**src/eth_vlan_ipv4_udp_header_parser_defines.svh**
```systemverilog
// ============================================================================
// Assertion macros for the Ethernet/VLAN/IPv4/UDP header parser
// Shared property templates, clocked on i_clk and qualified by i_rst_n.
// ============================================================================
`ifndef ETH_VLAN_IPV4_UDP_HEADER_PARSER_DEFINES_SVH
`define ETH_VLAN_IPV4_UDP_HEADER_PARSER_DEFINES_SVH

// Same-cycle implication, checked only outside reset.
`define EVUHP_ASSERT_IMP(label, ante, cons, msg) \
    label: assert property (@(posedge i_clk) disable iff (!i_rst_n) \
        (ante) |-> (cons)) else $error(msg);

// Checks that a signal is low in the cycle after reset is applied.
`define EVUHP_ASSERT_RST_LOW(label, sig, msg) \
    label: assert property (@(posedge i_clk) (!i_rst_n) |=> !(sig)) \
        else $error(msg);

`endif

```
**src/evuhp_pkg.sv**
```systemverilog
// ============================================================================
// evuhp_pkg
// Constants, status codes and the front-to-back command type of the parser.
// ============================================================================
package evuhp_pkg;

    // Bytes past this position are dropped; the frame is judged at this length.
    localparam int MAX_FRAME_BYTES = 2048;
    localparam int POS_W           = $clog2(MAX_FRAME_BYTES + 1);

    localparam logic [15:0] TYPE_VLAN = 16'h8100;
    localparam logic [15:0] TYPE_IPV4 = 16'h0800;

    localparam int DST_MAC_END    = 6;
    localparam int SRC_MAC_END    = 12;
    localparam int OTYPE_HI_POS   = 12;
    localparam int ETH_HDR_BYTES  = 14;
    localparam int TAG_WORD_END   = 16;
    localparam int VLAN_HDR_BYTES = 18;
    localparam int IP_ADDR_REL    = 12;
    localparam int IP_ADDR_END    = 20;
    localparam int UDP_PORT_BYTES = 4;
    localparam int UDP_HDR_BYTES  = 8;

    // Command queue between front and back; depth is a power of two.
    localparam int QUEUE_DEPTH = 4;
    localparam int QUEUE_AW    = $clog2(QUEUE_DEPTH);

    typedef enum logic [1:0] {
        ST_OK        = 2'd0,
        ST_BAD_TYPE  = 2'd1,
        ST_SHORT_IP  = 2'd2,
        ST_TRUNCATED = 2'd3
    } t_status;

    // One classified byte: where it lands, and on the last byte the verdict.
    typedef struct packed {
        logic [7:0] data;
        logic       last;
        t_status    status;
        logic [6:0] payload_offset;
        logic       dst_we;
        logic       src_we;
        logic [2:0] mac_idx;
        logic       tag_we;
        logic       tag_idx;
        logic       ip_we;
        logic [2:0] ip_idx;
        logic       udp_we;
        logic [1:0] udp_idx;
    } t_cmd;

endpackage

```
**src/evuhp_in_if.sv**
```systemverilog
// ============================================================================
// evuhp_in_if
// Byte channel into the parser: one frame byte and an end-of-frame mark.
// ============================================================================
interface evuhp_in_if;
    logic       valid;
    logic       ready;
    logic [7:0] data_byte;
    logic       last_byte;

    modport source (output valid, output data_byte, output last_byte, input ready);
    modport sink   (input valid, input data_byte, input last_byte, output ready);
endinterface

```
**src/evuhp_out_if.sv**
```systemverilog
// ============================================================================
// evuhp_out_if
// Result channel of the parser: one header summary per frame.
// ============================================================================
interface evuhp_out_if;
    logic        valid;
    logic        ready;
    logic [1:0]  status;
    logic [47:0] dst_mac;
    logic [47:0] src_mac;
    logic [15:0] eth_type;
    logic [11:0] vlan_id;
    logic [31:0] ip_src;
    logic [31:0] ip_dst;
    logic [15:0] udp_src;
    logic [15:0] udp_dst;
    logic [6:0]  payload_offset;

    modport source (output valid, output status, output dst_mac, output src_mac,
                    output eth_type, output vlan_id, output ip_src, output ip_dst,
                    output udp_src, output udp_dst, output payload_offset,
                    input ready);
    modport sink   (input valid, input status, input dst_mac, input src_mac,
                    input eth_type, input vlan_id, input ip_src, input ip_dst,
                    input udp_src, input udp_dst, input payload_offset,
                    output ready);
endinterface

```
**src/evuhp_front.sv**
```systemverilog
// ============================================================================
// evuhp_front
// Tracks the byte position and header layout and classifies each byte.
// ============================================================================
module evuhp_front import evuhp_pkg::*; (
    input  logic        i_clk,
    input  logic        i_rst_n,
    evuhp_in_if.sink    i_in,
    input  logic        i_queue_ready,
    output logic        o_push,
    output t_cmd        o_cmd
);

    logic [POS_W-1:0] r_pos, n_pos;
    logic             r_tagged, n_tagged;
    logic [3:0]       r_ihl, n_ihl;
    logic             r_err, n_err;
    logic [7:0]       r_hi_byte, n_hi_byte;

    logic             take;
    logic             in_ip;
    logic [POS_W-1:0] ip_start;
    logic [POS_W-1:0] rel;
    logic [POS_W-1:0] ip_rel;
    logic [POS_W-1:0] udp_at;
    logic [3:0]       hdr_words;
    logic [15:0]      pair;
    logic [POS_W-1:0] len;
    logic [POS_W-1:0] ip_start_n;
    logic [POS_W-1:0] hdr_n;
    logic [POS_W-1:0] poff;

    assign i_in.ready = i_queue_ready;
    assign o_push     = i_in.valid && i_queue_ready;

    always_comb begin
        take      = r_pos < POS_W'(MAX_FRAME_BYTES);
        ip_start  = r_tagged ? POS_W'(VLAN_HDR_BYTES) : POS_W'(ETH_HDR_BYTES);
        rel       = r_pos - ip_start;
        ip_rel    = rel - POS_W'(IP_ADDR_REL);
        in_ip     = take && (r_pos >= ip_start);
        pair      = {r_hi_byte, i_in.data_byte};

        n_pos     = take ? r_pos + POS_W'(1) : r_pos;
        n_tagged  = r_tagged;
        n_ihl     = r_ihl;
        n_err     = r_err;
        n_hi_byte = r_hi_byte;

        o_cmd      = '0;
        o_cmd.data = i_in.data_byte;
        o_cmd.last = i_in.last_byte;

        // Ethernet and VLAN portion of the header.
        if (take) begin
            if (r_pos < POS_W'(DST_MAC_END)) begin
                o_cmd.dst_we  = 1'b1;
                o_cmd.mac_idx = r_pos[2:0];
            end else if (r_pos < POS_W'(SRC_MAC_END)) begin
                o_cmd.src_we  = 1'b1;
                o_cmd.mac_idx = 3'(r_pos - POS_W'(DST_MAC_END));
            end else if (r_pos < POS_W'(ETH_HDR_BYTES)) begin
                if (r_pos == POS_W'(OTYPE_HI_POS)) begin
                    n_hi_byte = i_in.data_byte;
                end else begin
                    n_tagged = (pair == TYPE_VLAN);
                    if (pair != TYPE_VLAN && pair != TYPE_IPV4) begin
                        n_err = 1'b1;
                    end
                end
            end else if (r_tagged && r_pos < POS_W'(VLAN_HDR_BYTES)) begin
                if (r_pos < POS_W'(TAG_WORD_END)) begin
                    o_cmd.tag_we  = 1'b1;
                    o_cmd.tag_idx = r_pos[0];
                end else if (r_pos == POS_W'(TAG_WORD_END)) begin
                    n_hi_byte = i_in.data_byte;
                end else if (pair != TYPE_IPV4) begin
                    n_err = 1'b1;
                end
            end
        end

        // IPv4 and UDP portion; the IHL byte already moves the UDP window.
        hdr_words = (in_ip && rel == '0) ? i_in.data_byte[3:0] : r_ihl;
        if (in_ip && rel == '0) begin
            n_ihl = i_in.data_byte[3:0];
        end
        udp_at = POS_W'({hdr_words, 2'b00});

        if (in_ip && rel >= POS_W'(IP_ADDR_REL) && rel < POS_W'(IP_ADDR_END)) begin
            o_cmd.ip_we  = 1'b1;
            o_cmd.ip_idx = ip_rel[2:0];
        end
        if (in_ip && rel >= udp_at && rel < udp_at + POS_W'(UDP_PORT_BYTES)) begin
            o_cmd.udp_we  = 1'b1;
            o_cmd.udp_idx = rel[1:0];
        end

        // Frame verdict, judged on the state after this byte.
        len        = n_pos;
        ip_start_n = n_tagged ? POS_W'(VLAN_HDR_BYTES) : POS_W'(ETH_HDR_BYTES);
        hdr_n      = POS_W'({n_ihl, 2'b00});
        poff       = ip_start_n + hdr_n + POS_W'(UDP_HDR_BYTES);

        if (len < POS_W'(ETH_HDR_BYTES) || (n_tagged && len < POS_W'(VLAN_HDR_BYTES))) begin
            o_cmd.status = ST_TRUNCATED;
        end else if (n_err) begin
            o_cmd.status = ST_BAD_TYPE;
        end else if (len <= ip_start_n || (len - ip_start_n) < hdr_n) begin
            o_cmd.status = ST_SHORT_IP;
        end else if (len < ip_start_n + hdr_n + POS_W'(UDP_PORT_BYTES)) begin
            o_cmd.status = ST_TRUNCATED;
        end else begin
            o_cmd.status = ST_OK;
        end
        o_cmd.payload_offset = poff[6:0];
    end

    always_ff @(posedge i_clk) begin
        if (!i_rst_n) begin
            r_pos     <= '0;
            r_tagged  <= 1'b0;
            r_ihl     <= '0;
            r_err     <= 1'b0;
            r_hi_byte <= '0;
        end else if (o_push) begin
            if (i_in.last_byte) begin
                r_pos     <= '0;
                r_tagged  <= 1'b0;
                r_ihl     <= '0;
                r_err     <= 1'b0;
                r_hi_byte <= '0;
            end else begin
                r_pos     <= n_pos;
                r_tagged  <= n_tagged;
                r_ihl     <= n_ihl;
                r_err     <= n_err;
                r_hi_byte <= n_hi_byte;
            end
        end
    end

endmodule

```
**src/evuhp_fifo.sv**
```systemverilog
// ============================================================================
// evuhp_fifo
// Short command queue that decouples the front from the back.
// ============================================================================
module evuhp_fifo import evuhp_pkg::*; (
    input  logic i_clk,
    input  logic i_rst_n,
    input  logic i_push,
    input  t_cmd i_push_cmd,
    output logic o_ready,
    input  logic i_pop,
    output logic o_valid,
    output t_cmd o_head
);

    t_cmd                r_mem [QUEUE_DEPTH];
    logic [QUEUE_AW-1:0] r_wr_ptr;
    logic [QUEUE_AW-1:0] r_rd_ptr;
    logic [QUEUE_AW:0]   r_count;

    assign o_ready = r_count != (QUEUE_AW + 1)'(QUEUE_DEPTH);
    assign o_valid = r_count != '0;
    assign o_head  = r_mem[r_rd_ptr];

    always_ff @(posedge i_clk) begin
        if (i_push) begin
            r_mem[r_wr_ptr] <= i_push_cmd;
        end
    end

    always_ff @(posedge i_clk) begin
        if (!i_rst_n) begin
            r_wr_ptr <= '0;
            r_rd_ptr <= '0;
            r_count  <= '0;
        end else begin
            if (i_push) begin
                r_wr_ptr <= r_wr_ptr + QUEUE_AW'(1);
            end
            if (i_pop) begin
                r_rd_ptr <= r_rd_ptr + QUEUE_AW'(1);
            end
            if (i_push && !i_pop) begin
                r_count <= r_count + (QUEUE_AW + 1)'(1);
            end else if (!i_push && i_pop) begin
                r_count <= r_count - (QUEUE_AW + 1)'(1);
            end
        end
    end

endmodule

```
**src/evuhp_back.sv**
```systemverilog
// ============================================================================
// evuhp_back
// Captures header fields from classified bytes and holds the result register.
// ============================================================================
module evuhp_back import evuhp_pkg::*; (
    input  logic        i_clk,
    input  logic        i_rst_n,
    input  logic        i_cmd_valid,
    input  t_cmd        i_cmd,
    output logic        o_cmd_pop,
    evuhp_out_if.source o_out
);

    logic [47:0] r_dst, n_dst;
    logic [47:0] r_src, n_src;
    logic [15:0] r_tag, n_tag;
    logic [63:0] r_ip, n_ip;
    logic [31:0] r_udp, n_udp;

    logic        r_out_valid;
    t_status     r_status;
    logic [47:0] r_o_dst;
    logic [47:0] r_o_src;
    logic [15:0] r_o_type;
    logic [11:0] r_o_vid;
    logic [63:0] r_o_ip;
    logic [31:0] r_o_udp;
    logic [6:0]  r_o_poff;

    logic        out_free;
    logic        frame_ok;

    assign out_free  = !r_out_valid || o_out.ready;
    assign o_cmd_pop = i_cmd_valid && (!i_cmd.last || out_free);
    assign frame_ok  = i_cmd.status == ST_OK;

    // Byte lanes count down from the most significant end of each field.
    always_comb begin
        n_dst = r_dst;
        n_src = r_src;
        n_tag = r_tag;
        n_ip  = r_ip;
        n_udp = r_udp;
        if (i_cmd.dst_we) begin
            n_dst[{3'(3'd5 - i_cmd.mac_idx), 3'b000} +: 8] = i_cmd.data;
        end
        if (i_cmd.src_we) begin
            n_src[{3'(3'd5 - i_cmd.mac_idx), 3'b000} +: 8] = i_cmd.data;
        end
        if (i_cmd.tag_we) begin
            n_tag[{~i_cmd.tag_idx, 3'b000} +: 8] = i_cmd.data;
        end
        if (i_cmd.ip_we) begin
            n_ip[{~i_cmd.ip_idx, 3'b000} +: 8] = i_cmd.data;
        end
        if (i_cmd.udp_we) begin
            n_udp[{~i_cmd.udp_idx, 3'b000} +: 8] = i_cmd.data;
        end
    end

    always_ff @(posedge i_clk) begin
        if (!i_rst_n) begin
            r_dst <= '0;
            r_src <= '0;
            r_tag <= '0;
            r_ip  <= '0;
            r_udp <= '0;
        end else if (o_cmd_pop) begin
            if (i_cmd.last) begin
                r_dst <= '0;
                r_src <= '0;
                r_tag <= '0;
                r_ip  <= '0;
                r_udp <= '0;
            end else begin
                r_dst <= n_dst;
                r_src <= n_src;
                r_tag <= n_tag;
                r_ip  <= n_ip;
                r_udp <= n_udp;
            end
        end
    end

    always_ff @(posedge i_clk) begin
        if (!i_rst_n) begin
            r_out_valid <= 1'b0;
        end else if (o_cmd_pop && i_cmd.last) begin
            r_out_valid <= 1'b1;
        end else if (o_out.ready) begin
            r_out_valid <= 1'b0;
        end
    end

    // Every field but the status reads as zero on a rejected frame.
    always_ff @(posedge i_clk) begin
        if (o_cmd_pop && i_cmd.last) begin
            r_status <= i_cmd.status;
            r_o_dst  <= frame_ok ? n_dst : '0;
            r_o_src  <= frame_ok ? n_src : '0;
            r_o_type <= frame_ok ? TYPE_IPV4 : '0;
            r_o_vid  <= frame_ok ? n_tag[11:0] : '0;
            r_o_ip   <= frame_ok ? n_ip : '0;
            r_o_udp  <= frame_ok ? n_udp : '0;
            r_o_poff <= frame_ok ? i_cmd.payload_offset : '0;
        end
    end

    assign o_out.valid          = r_out_valid;
    assign o_out.status         = r_status;
    assign o_out.dst_mac        = r_o_dst;
    assign o_out.src_mac        = r_o_src;
    assign o_out.eth_type       = r_o_type;
    assign o_out.vlan_id        = r_o_vid;
    assign o_out.ip_src         = r_o_ip[63:32];
    assign o_out.ip_dst         = r_o_ip[31:0];
    assign o_out.udp_src        = r_o_udp[31:16];
    assign o_out.udp_dst        = r_o_udp[15:0];
    assign o_out.payload_offset = r_o_poff;

endmodule

```
**src/eth_vlan_ipv4_udp_header_parser.sv**
```systemverilog
// ============================================================================
// eth_vlan_ipv4_udp_header_parser
// Streams a frame byte by byte and reports its Ethernet, VLAN, IPv4 and UDP
// header fields once per frame.
// ============================================================================
//
//  Channel  Port   Direction  Transfer moves
//  -------  -----  ---------  ------------------------------------------------
//  input    i_in   sink       one frame byte plus the end-of-frame mark
//  output   o_out  source     one header summary and status per frame
//
// One byte transfer is taken per cycle while the queue has room; the front
// classifies it in the same cycle and writes one command into a four-entry queue.
// The result of a frame passes from the transfer of its last byte through the
// queue and is then registered in the back's output register.
// Reset is synchronous and active low; it clears the position counter, the
// queue pointers and the output valid flag. No clearing pass is needed.
// A stalled output holds the result; bytes keep flowing until the queue is
// full, which only happens when the output stays stalled.
//
`include "eth_vlan_ipv4_udp_header_parser_defines.svh"

module eth_vlan_ipv4_udp_header_parser import evuhp_pkg::*; (
    input  logic        i_clk,
    input  logic        i_rst_n,
    evuhp_in_if.sink    i_in,
    evuhp_out_if.source o_out
);

    // Front to queue.
    logic q_ready;
    logic q_push;
    t_cmd q_push_cmd;

    // Queue to back.
    logic q_valid;
    logic q_pop;
    t_cmd q_head;

    // The front owns the byte position and the layout decisions (tag present,
    // IHL, ether type errors), so each byte leaves it already tagged with its
    // destination lane and, on the last byte, with the frame verdict.
    evuhp_front u_front (
        .i_clk         (i_clk),
        .i_rst_n       (i_rst_n),
        .i_in          (i_in),
        .i_queue_ready (q_ready),
        .o_push        (q_push),
        .o_cmd         (q_push_cmd)
    );

    // The queue lets the front keep taking bytes while a finished result waits.
    evuhp_fifo u_fifo (
        .i_clk      (i_clk),
        .i_rst_n    (i_rst_n),
        .i_push     (q_push),
        .i_push_cmd (q_push_cmd),
        .o_ready    (q_ready),
        .i_pop      (q_pop),
        .o_valid    (q_valid),
        .o_head     (q_head)
    );

    // The back writes captured bytes into the field registers and loads the
    // output register when a last-byte command arrives and the slot is free.
    evuhp_back u_back (
        .i_clk       (i_clk),
        .i_rst_n     (i_rst_n),
        .i_cmd_valid (q_valid),
        .i_cmd       (q_head),
        .o_cmd_pop   (q_pop),
        .o_out       (o_out)
    );

    // A rejected frame must not leak captured fields; checked on dst_mac, udp_src and payload_offset.
    `EVUHP_ASSERT_IMP(a_reject_zeroes, o_out.valid && o_out.status != ST_OK,
        o_out.dst_mac == '0 && o_out.udp_src == '0 && o_out.payload_offset == '0,
        "rejected frame carries captured fields")

    // An accepted frame always reports IPv4 and a payload past the UDP ports.
    `EVUHP_ASSERT_IMP(a_ok_is_ipv4, o_out.valid && o_out.status == ST_OK,
        o_out.eth_type == TYPE_IPV4 &&
        o_out.payload_offset >= 7'(ETH_HDR_BYTES + UDP_HDR_BYTES),
        "accepted frame with bad type or offset")

    // A rejected frame reports neither a VLAN id nor a type.
    `EVUHP_ASSERT_IMP(a_reject_no_tag, o_out.valid && o_out.status != ST_OK,
        o_out.vlan_id == '0 && o_out.eth_type == '0,
        "rejected frame carries tag or type")

    // Reset empties the result slot.
    `EVUHP_ASSERT_RST_LOW(a_reset_idle, o_out.valid, "result valid after reset")

endmodule
```
**src/flat_wrapper.sv**
```systemverilog
// flat-port wrapper written by rule: the top's interface ports become plain ports
module eth_vlan_ipv4_udp_header_parser_flat import evuhp_pkg::*;
  (i_clk, i_rst_n, i_in_valid, i_in_data_byte, i_in_last_byte, i_in_ready, o_out_valid, o_out_status, o_out_dst_mac, o_out_src_mac, o_out_eth_type, o_out_vlan_id, o_out_ip_src, o_out_ip_dst, o_out_udp_src, o_out_udp_dst, o_out_payload_offset, o_out_ready);
  evuhp_in_if i_in_i ();
  evuhp_out_if o_out_i ();
  input  logic i_clk;
  input  logic i_rst_n;
  input wire logic [$bits(i_in_i.valid)-1:0] i_in_valid;
  input wire logic [$bits(i_in_i.data_byte)-1:0] i_in_data_byte;
  input wire logic [$bits(i_in_i.last_byte)-1:0] i_in_last_byte;
  output wire logic [$bits(i_in_i.ready)-1:0] i_in_ready;
  output wire logic [$bits(o_out_i.valid)-1:0] o_out_valid;
  output wire logic [$bits(o_out_i.status)-1:0] o_out_status;
  output wire logic [$bits(o_out_i.dst_mac)-1:0] o_out_dst_mac;
  output wire logic [$bits(o_out_i.src_mac)-1:0] o_out_src_mac;
  output wire logic [$bits(o_out_i.eth_type)-1:0] o_out_eth_type;
  output wire logic [$bits(o_out_i.vlan_id)-1:0] o_out_vlan_id;
  output wire logic [$bits(o_out_i.ip_src)-1:0] o_out_ip_src;
  output wire logic [$bits(o_out_i.ip_dst)-1:0] o_out_ip_dst;
  output wire logic [$bits(o_out_i.udp_src)-1:0] o_out_udp_src;
  output wire logic [$bits(o_out_i.udp_dst)-1:0] o_out_udp_dst;
  output wire logic [$bits(o_out_i.payload_offset)-1:0] o_out_payload_offset;
  input wire logic [$bits(o_out_i.ready)-1:0] o_out_ready;
  assign i_in_i.valid = i_in_valid;
  assign i_in_i.data_byte = i_in_data_byte;
  assign i_in_i.last_byte = i_in_last_byte;
  assign i_in_ready = i_in_i.ready;
  assign o_out_valid = o_out_i.valid;
  assign o_out_status = o_out_i.status;
  assign o_out_dst_mac = o_out_i.dst_mac;
  assign o_out_src_mac = o_out_i.src_mac;
  assign o_out_eth_type = o_out_i.eth_type;
  assign o_out_vlan_id = o_out_i.vlan_id;
  assign o_out_ip_src = o_out_i.ip_src;
  assign o_out_ip_dst = o_out_i.ip_dst;
  assign o_out_udp_src = o_out_i.udp_src;
  assign o_out_udp_dst = o_out_i.udp_dst;
  assign o_out_payload_offset = o_out_i.payload_offset;
  assign o_out_i.ready = o_out_ready;
  eth_vlan_ipv4_udp_header_parser u_core (.i_clk(i_clk), .i_rst_n(i_rst_n), .i_in(i_in_i), .o_out(o_out_i));
endmodule
```
**config.mk**
```make
export PLATFORM = sky130hd
export DESIGN_NAME = eth_vlan_ipv4_udp_header_parser_flat
export DESIGN_NICKNAME = d
export VERILOG_FILES = /design/src/evuhp_pkg.sv /design/src/evuhp_in_if.sv /design/src/evuhp_out_if.sv /design/src/evuhp_front.sv /design/src/evuhp_fifo.sv /design/src/evuhp_back.sv /design/src/eth_vlan_ipv4_udp_header_parser.sv /design/src/flat_wrapper.sv
export VERILOG_INCLUDE_DIRS = /design/src /design/src/src
export SDC_FILE = /design/constraint.sdc
export NUM_CORES = 1
export LEC_CHECK = 0
export BUFFER_PORTS_ARGS = -buffer_cell sky130_fd_sc_hd__buf_4
export CAP_MARGIN = 20
export CORE_ASPECT_RATIO = 2
export CORE_MARGIN = 2
export CORE_UTILIZATION = 54
export DETAILED_ROUTE_END_ITERATION = 8
export PLACE_DENSITY = 0.77
export REMOVE_ABC_BUFFERS = 1
export SYNTH_ARGS = -nofsm -noshare
export SYNTH_HDL_FRONTEND = slang
export SYNTH_HIERARCHICAL = 1
export SYNTH_SLANG_ARGS = --single-unit
```
**constraint.sdc**
```tcl
create_clock -name i_clk -period 11.6 [get_ports i_clk]
set_input_delay 0.58 -clock i_clk [delete_from_list [all_inputs] [get_ports i_clk]]
set_output_delay 0.58 -clock i_clk [all_outputs]
set_load 0.02 [all_outputs]
```
==> metrics.md, run 1 <==
| Metric | Value |
|---|---|
| Max IR drop VDD | `175 uV` |
| Clk network pwr share | `25.2%` |
| # DRC | `0` |
| Core Rows | `~110` |
| Initial core utilization | `54.7%` |
| Core region area | `47,400 um2` |
| Net count, final | `2,420` |
| Post-synthesis sequential area ratio | `58.2%` |
| First-pass DRT Iterations | `7` |
| WL final | `65.6 mm` |
| Synth Register Bits | `582` |
| H-Tree Depth | `2` |
| CP startpoint kind | `flip-flop` |
| Setup TNS | `0 ns` |
| FF-to-FF End | `u_core/u_fifo/r_mem[3][22]` |
| Hold path startpoint | `i_in_data_byte[6]` |
| Worst-Skew Late Latency | `around 0.6 ns` |
| CTS Hold Bufs | `0` |
| Crit path from | `u_core/u_front/r_pos[2]` |
| Area of the die | `49,800 um2` |
| Ys Warns | `6` |
| Setup slack, reg-to-reg | `5.23 ns` |
| Psw | `~2600 uW` |
| Worst Hold Path EP | `u_core/u_fifo/r_mem[1][30]` |
| Most common cell after layout, fill and taps aside | `edfxtp_1` |
| EDFF count, synth | `342` |
| Switching share of total power | `37.6%` |
| TritonCTS Buffers | `48` |
| Slowest stage delay, CP | `0.63 ns` |
| Top Ports | `around 240` |
| Critical-path maximum fanout | `14` |
| Number of global-route vias before repair | `17,900` |
| Final cycle utilization of the critical path | `54.9%` |
| Largest net degree at the start of global routing | `91` |
| Fin crit period | `6.37 ns` |
| Fin worst setup slack | `between 5 and 6 ns` |
| Worst Max-Slew Pin Slew | `1.17 ns` |
| Synth unique cells | `96` |
| Vias per cell | `6.00` |
| Syn Area/Cell | `11.8 um2` |
| Final hold vios | `0` |
| Die span in y | `314 um` |
| CTS Sinks | `582` |
| I/O Buffers | `roughly 230` |
| CTS resizes | `0` |
| Cell area power density | `235 nW/um2` |
| Most frequent cells in the layout | `edfxtp_1, buf_4, dfxtp_1, nand2_1, nor2_1` |
| Die Wd | `159 um` |
| Post-DP HPWL | `around 45 mm` |
| Flop pwr share | `39.3%` |
| Ant diodes | `0` |
| First-pass GRT wire length | `101 mm` |
| Mapped cell area | `approximately 26,000 um2` |
| Power Internal | `approximately 4300 uW` |
| Status | `complete, no violations` |
| Clock skew | `0.0295 ns` |
| Gr usage total | `25.6%` |
| Post-CTS Setup Bufs | `0` |
| Fillers | `3,714` |
| Final setup viols | `0` |
| Initial drt markers | `roughly 1,200` |
| CTS tree | `done` |
| Clock Tree Buf Depth | `3` |
| Fmax | `approximately 160 MHz` |
| CP Capture Type | `flip-flop` |
| CP Data Required Time | `11.97 ns` |
| DP Worst Slack | `5.29 ns` |
| Max-cap violations | `0` |
| Root buffer cell | `clkbuf_16` |
| Via count | `~18,000` |
| RSZ-0062 raised after global routing | `no` |
| Total global routing overflow | `0` |
| Reg2Reg Depth | `20` |
| Cells after Synth | `2,201` |
| Wire length per cell | `about 22 um` |
| Critical Path Slowest Stage Cell | `dfxtp_1` |
| Pins Over Slew Limit | `0` |
| Combinational Power Share | `35.5%` |
| Routability Congestion | `between 0.9 and 1` |
| P&R area growth vs syn | `14.0%` |
| Setup CP Type | `flip-flop to flip-flop` |
| Layout cell share with drive strength beyond 1 | `18.1%` |
| Clock-pin slew on the worst setup and hold paths | `approximately 0.070 ns` |
| Worst Hold Class | `input pin to flip-flop` |
| Hold depth | `1` |
| CP Data Arrival Time | `6.74 ns` |
| Most used cell, CP | `a21oi_1` |
| Static Leak | `0.0102 uW` |
| Initial antenna violation count | `0` |
| Final ANT Viol Nets | `0` |
| Asr flop ratio synth | `0%` |
| Critical Path, Cell by Cell | `ha_1 > a211oi_1 > nor2_1 > o32ai_1 > a21oi_1 > nor3_2 > mux2i_1 > inv_1 > ha_1 > a21oi_1 > nor2_1 > nor2_1 > xnor3_1 > ha_1 > a21oi_1 > o21ai_0 > a31oi_1 > a21oi_1 > or3b_2 > o211ai_1` |
| Ys flop type | `edfxtp_1` |
| RR Startpoint | `u_core/u_front/r_pos[2]` |
| Slew headroom | `22.2%` |
metrics by stage:
stage | power [uW] | utilization, % | area, um2 | cells | hold slack (ns)
2_1_floorplan | 4370 | - | 25000 | 2041 | 0.429
3_3_place_gp | 5140 | 58.5 | 27700 | 2922 | 0.437
3_5_place_dp | 5190 | 58.5 | 27700 | 2923 | 0.441
4_1_cts | 6940 | 62.1 | 29400 | 3012 | 0.191
5_1_grt | 7230 | 62.3 | 29500 | 3017 | 0.206
6_report | 6950 | 62.3 | 29500 | 3017 | 0.212
synthesized netlist by cell type, types with 40 or more instances:
library cell	count	area share (%)
inv_1	54	0.78
nand3_1	100	1.9
o21ai_0	71	1.4
and2_1	40	0.97
nor2_1	164	2.4
clkbuf_1	95	1.4
nand2_1	191	2.8
mux2i_1	86	3.3
ha_1	57	2.8
a21oi_1	109	2.1
a22oi_1	55	1.6
dfxtp_1	240	19
a22o_1	94	3.2
edfxtp_1	342	40
final cells by class:
type                            instances  area, um2  share of cell area, %
Sequential cell                       582      15100                   51.1
Multi-Input combinational cell       1403       9760                   33.1
Timing Repair Buffer                  255       1960                   6.65
Clock buffer                           57       1340                   4.53
Tap cell                              632        791                   2.68
Clock inverter                         32        387                   1.31
Inverter                               56        210                  0.712
power by group through the flow:
| stage | Combinational [uW] | Clock [uW] | Sequential (uW) |
|---|---|---|---|
| 4_1_cts | 2420 | 1780 | 2740 |
| 3_5_place_dp | 2410 | 0 | 2780 |
| 3_3_place_gp | 2370 | 0 | 2780 |
| 6_report | 2470 | 1750 | 2730 |
| 5_1_grt | 2610 | 1860 | 2760 |
| 2_1_floorplan | 1150 | 0 | 3210 |
state kept, by name, indices dropped and copies added, names as in the netlist, 8 cells and up, named ones only:
| register | cells |
|---|---|
| u_core/u_back/o_out.src_mac | 48 |
| u_core/u_fifo/r_mem | 128 |
| u_core/u_back/o_out.vlan_id | 12 |
| u_core/u_back/r_dst | 48 |
| u_core/u_back/o_out.dst_mac | 48 |
| u_core/u_front/r_pos | 12 |
| u_core/u_back/r_o_udp | 32 |
| u_core/u_back/r_tag | 12 |
| u_core/u_back/r_ip | 64 |
| u_core/u_back/r_src | 48 |
| u_core/u_back/r_o_ip | 64 |
| u_core/u_front/r_hi_byte | 8 |
| u_core/u_back/r_udp | 32 |
layer usage:
layer	track usage (%)	part of all wire [%]
met3	3.11	4.8
met1	27.5	36
met2	48.0	53
met5	0	0
met4	15.4	5.9
worst max path at each step:
stage,endpoint,slack [ns]
after floorplan,u_core/u_back/r_src[0],-0.57
after global placement,u_core/u_fifo/r_mem[0][22],5.47
after detailed placement,u_core/u_fifo/r_mem[3][22],5.29
after CTS,u_core/u_fifo/r_mem[3][22],5.27
after global routing,u_core/u_fifo/r_mem[3][22],4.84
final,u_core/u_fifo/r_mem[3][22],5.23
cell families after synthesis:
logic type / synth area share [%]
mux: 6.27
flops: 58.2
other cells: 0.0435
buf+inv: 4.37
compound gates: 13.4
simple gates: 13.8
xor+xnor: 0.923
fa+ha+maj: 3.06
critical path: cells and delay by family (launching register included):
kind | cells | cell delay, ns
simple gates | 5 | 1.52
mux | 1 | 0.56
flops | 1 | 0.63
fa+ha+maj | 3 | 0.94
xor+xnor | 1 | 0.43
compound gates | 9 | 1.97
buf+inv | 1 | 0.14
(Power assumes the default switching activity.)
==> inputs of run 2 (changes only) <==
Clock period 11.6 ns to 5.1 ns, I/O delays scaled along.
==> metrics.md, run 2 (synthesized netlist as in run 1, its figures left out) <==
| Metric | Value |
|---|---|
| Status | `complete, but fails checks` |
| Failing checks | `setup timing` |
| Initial drt markers | `1,373 (+13%)` |
| Top Ports | `244 (unchanged)` |
| Slew headroom | `25.5% (+3.3 points)` |
| Max-cap violations | `0 (unchanged)` |
| Final hold slack | `0.0541 ns (-0.158 ns)` |
| CP Data Arrival Time | `5.49 ns (-1.25 ns)` |
| WL final | `67.7 mm (+3.2%)` |
| Cell area power density | `513 nW/um2 (+120%)` |
| CP startpoint kind | `flip-flop` |
| CP Capture Type | `flip-flop` |
| Multi-input logic area | `10,100 um2 (+3.1%)` |
| Setup CP Type | `flip-flop to flip-flop` |
| Most frequent cells in the layout | `buf_4, edfxtp_1, dfxtp_1, nand2_1, nor2_1` |
| CP delay by family, top | `simple AND/OR/NAND/NOR gates` |
| Slowest stage delay, CP | `0.46 ns (-0.17 ns)` |
| Max FFs per register | `128 (unchanged)` |
| Routability Congestion | `0.928 (+1.9%)` |
| Die Wd | `159 um (unchanged)` |
| Largest net degree at the start of global routing | `104 (+14%)` |
| CTS tree | `done` |
| Post-DP Area | `28,300 um2 (+2.1%)` |
| Largest regs | `u_core/u_fifo/r_mem x128, u_core/u_back/r_ip x64, u_core/u_back/r_o_ip x64` |
| Static Leak | `0.0108 uW (+5.4%)` |
| Worst Hold Class | `input pin to flip-flop` |
| Pins Over Slew Limit | `0 (unchanged)` |
| Fin crit period | `5.11 ns (-1.25 ns)` |
| RSZ-0062 raised after global routing | `yes` |
| Root buffer cell | `clkbuf_16` |
| P&R area growth vs syn | `18.3%` |
| Setup TNS | `-0.0593 ns (-0.0593 ns)` |
| H-Tree Depth | `2 (unchanged)` |
| Initial core utilization | `54.7% (unchanged)` |
| Fillers | `3,471 (-6.5%)` |
| Final hold vios | `0 (unchanged)` |
| Clock Tree Buf Depth | `3 (unchanged)` |
| Gr usage total | `26.4% (+0.80 points)` |
| Buf+Inv Stages, Crit Path | `3 (+2)` |
| Area of the die | `49,800 um2 (unchanged)` |
| CTS Sinks | `582 (unchanged)` |
| Biggest register | `u_core/u_fifo/r_mem` |
| Critical-path maximum fanout | `4 (-10)` |
| Core region area | `47,400 um2 (unchanged)` |
| Total global routing overflow | `0 (unchanged)` |
| Core Rows | `113 (unchanged)` |
| Via count | `18,700 (+3.3%)` |
| Ant diodes | `0 (unchanged)` |
| CP Data Required Time | `5.47 ns (-6.50 ns)` |
| Layout cell share with drive strength beyond 1 | `22.7% (+4.7 points)` |
| # DRC | `0 (unchanged)` |
| Sequential Area | `15,100 um2 (about the same)` |
| Clock-pin slew on the worst setup and hold paths | `0.08 ns (about the same)` |
| Vias per cell | `5.98 (-0.31%)` |
| Clock skew | `0.0264 ns (-0.00304 ns)` |
| Final instance area | `30,700 um2 (+3.8%)` |
| Net count, final | `2,529 (+4.5%)` |
| Die span in y | `314 um (unchanged)` |
| Final ANT Viol Nets | `0 (unchanged)` |
| Final cycle utilization of the critical path | `100% (+45 points)` |
| I/O Buffers | `228 (unchanged)` |
| Initial antenna violation count | `0 (unchanged)` |
| Worst-Skew Late Latency | `0.58 ns (-0.02 ns)` |
| First-pass GRT wire length | `104 mm (+3.0%)` |
| Fmax | `196 MHz (+25%)` |
| Critical Path Slowest Stage Cell | `fa_2` |
| Number of global-route vias before repair | `18,900 (+5.6%)` |
| First-pass DRT Iterations | `5 (-2)` |
| Final setup viols | `4 (+4)` |
| Max IR drop VDD | `420 uV (+140%)` |
| Post-DP HPWL | `46.7 mm (+3.3%)` |
| Fin worst setup slack | `-0.0149 ns (-5.25 ns)` |
| Critical Path, Cell by Cell | `inv_4 > ha_4 > or4_4 > or3_4 > o311a_4 > nor3_4 > mux2i_4 > buf_6 > fa_2 > inv_4 > ha_4 > and2_4 > xnor3_1 > ha_1 > a21oi_1 > o21ai_1 > a31oi_4 > a21oi_2 > or3b_4 > o211ai_1` |
| Final Util | `64.7% (+2.4 points)` |
| Wire length per cell | `21.7 um (-0.33%)` |
| TritonCTS Buffers | `47 (-2.1%)` |
| Worst Max-Slew Pin Slew | `1.12 ns (-0.0490 ns)` |
[run 2: changes by cell type in the layout (fill, tap and decap cells not counted), sizes merged]
cell / delta
buf: +102
dlygate4sd3: +8
clkbuf: +4
inv: -4
clkinv: -1
clkinvlp: -1
[run 2: layout make-up]
cell class | instances | area share, %
tap | 632 | 2.58
sequential | 582 | 49.2
inverter | 56 | 0.702
clock buffer | 61 | 4.38
multi-input combinational | 1403 | 32.8
clock inverter | 26 | 1.06
timing repair buffer | 365 | 9.25
[run 2: final timing paths]
kind | end | from | cells past startpoint | slack, ns
worst min register to register | u_core/u_back/r_dst[30] | u_core/u_back/r_dst[30] | 2 | 0.46
worst min-delay path | u_core/u_fifo/r_mem[0][23] | i_in_last_byte | 1 | 0.05
worst max register to register | u_core/u_fifo/r_mem[1][22] | u_core/u_front/r_tagged | 20 | -0.01
worst max-delay path | u_core/u_fifo/r_mem[1][22] | u_core/u_front/r_tagged | 20 | -0.01
[run 2: what timing repair did]
action	4_1_cts	5_1_grt
hold endpoints to repair	34	0
resized for setup	37	34
buffers inserted	29	6
setup endpoints to repair	8	9
hold buffers	8	0
pin swaps	16	10
[run 2: per-layer routing]
metal  up-vias  track usage [%]  wire length, um
met4         0             18.1             4940
met2       715             49.5            35800
met5         -                0                0
li1       8583                -                -
met3       254             4.06             3570
met1      9150             26.9            23400
[run 2: report_power, final]
group | switching, uW | total (uW) | internal, uW
Clock | 1660 | 3880 | 2220
Combinational | 3900 | 5610 | 1710
Sequential | 300 | 6220 | 5920
[run 2: through the flow]
step | worst slack (ns) | instances | power, uW
floorplan | -7.07 | 2041 | 9070
global placement | -0.505 | 2994 | 11700
detailed placement | -0.631 | 2995 | 11900
CTS | 0.00860 | 3119 | 15700
global route | -0.121 | 3125 | 16400
finish | -0.0149 | 3125 | 15700
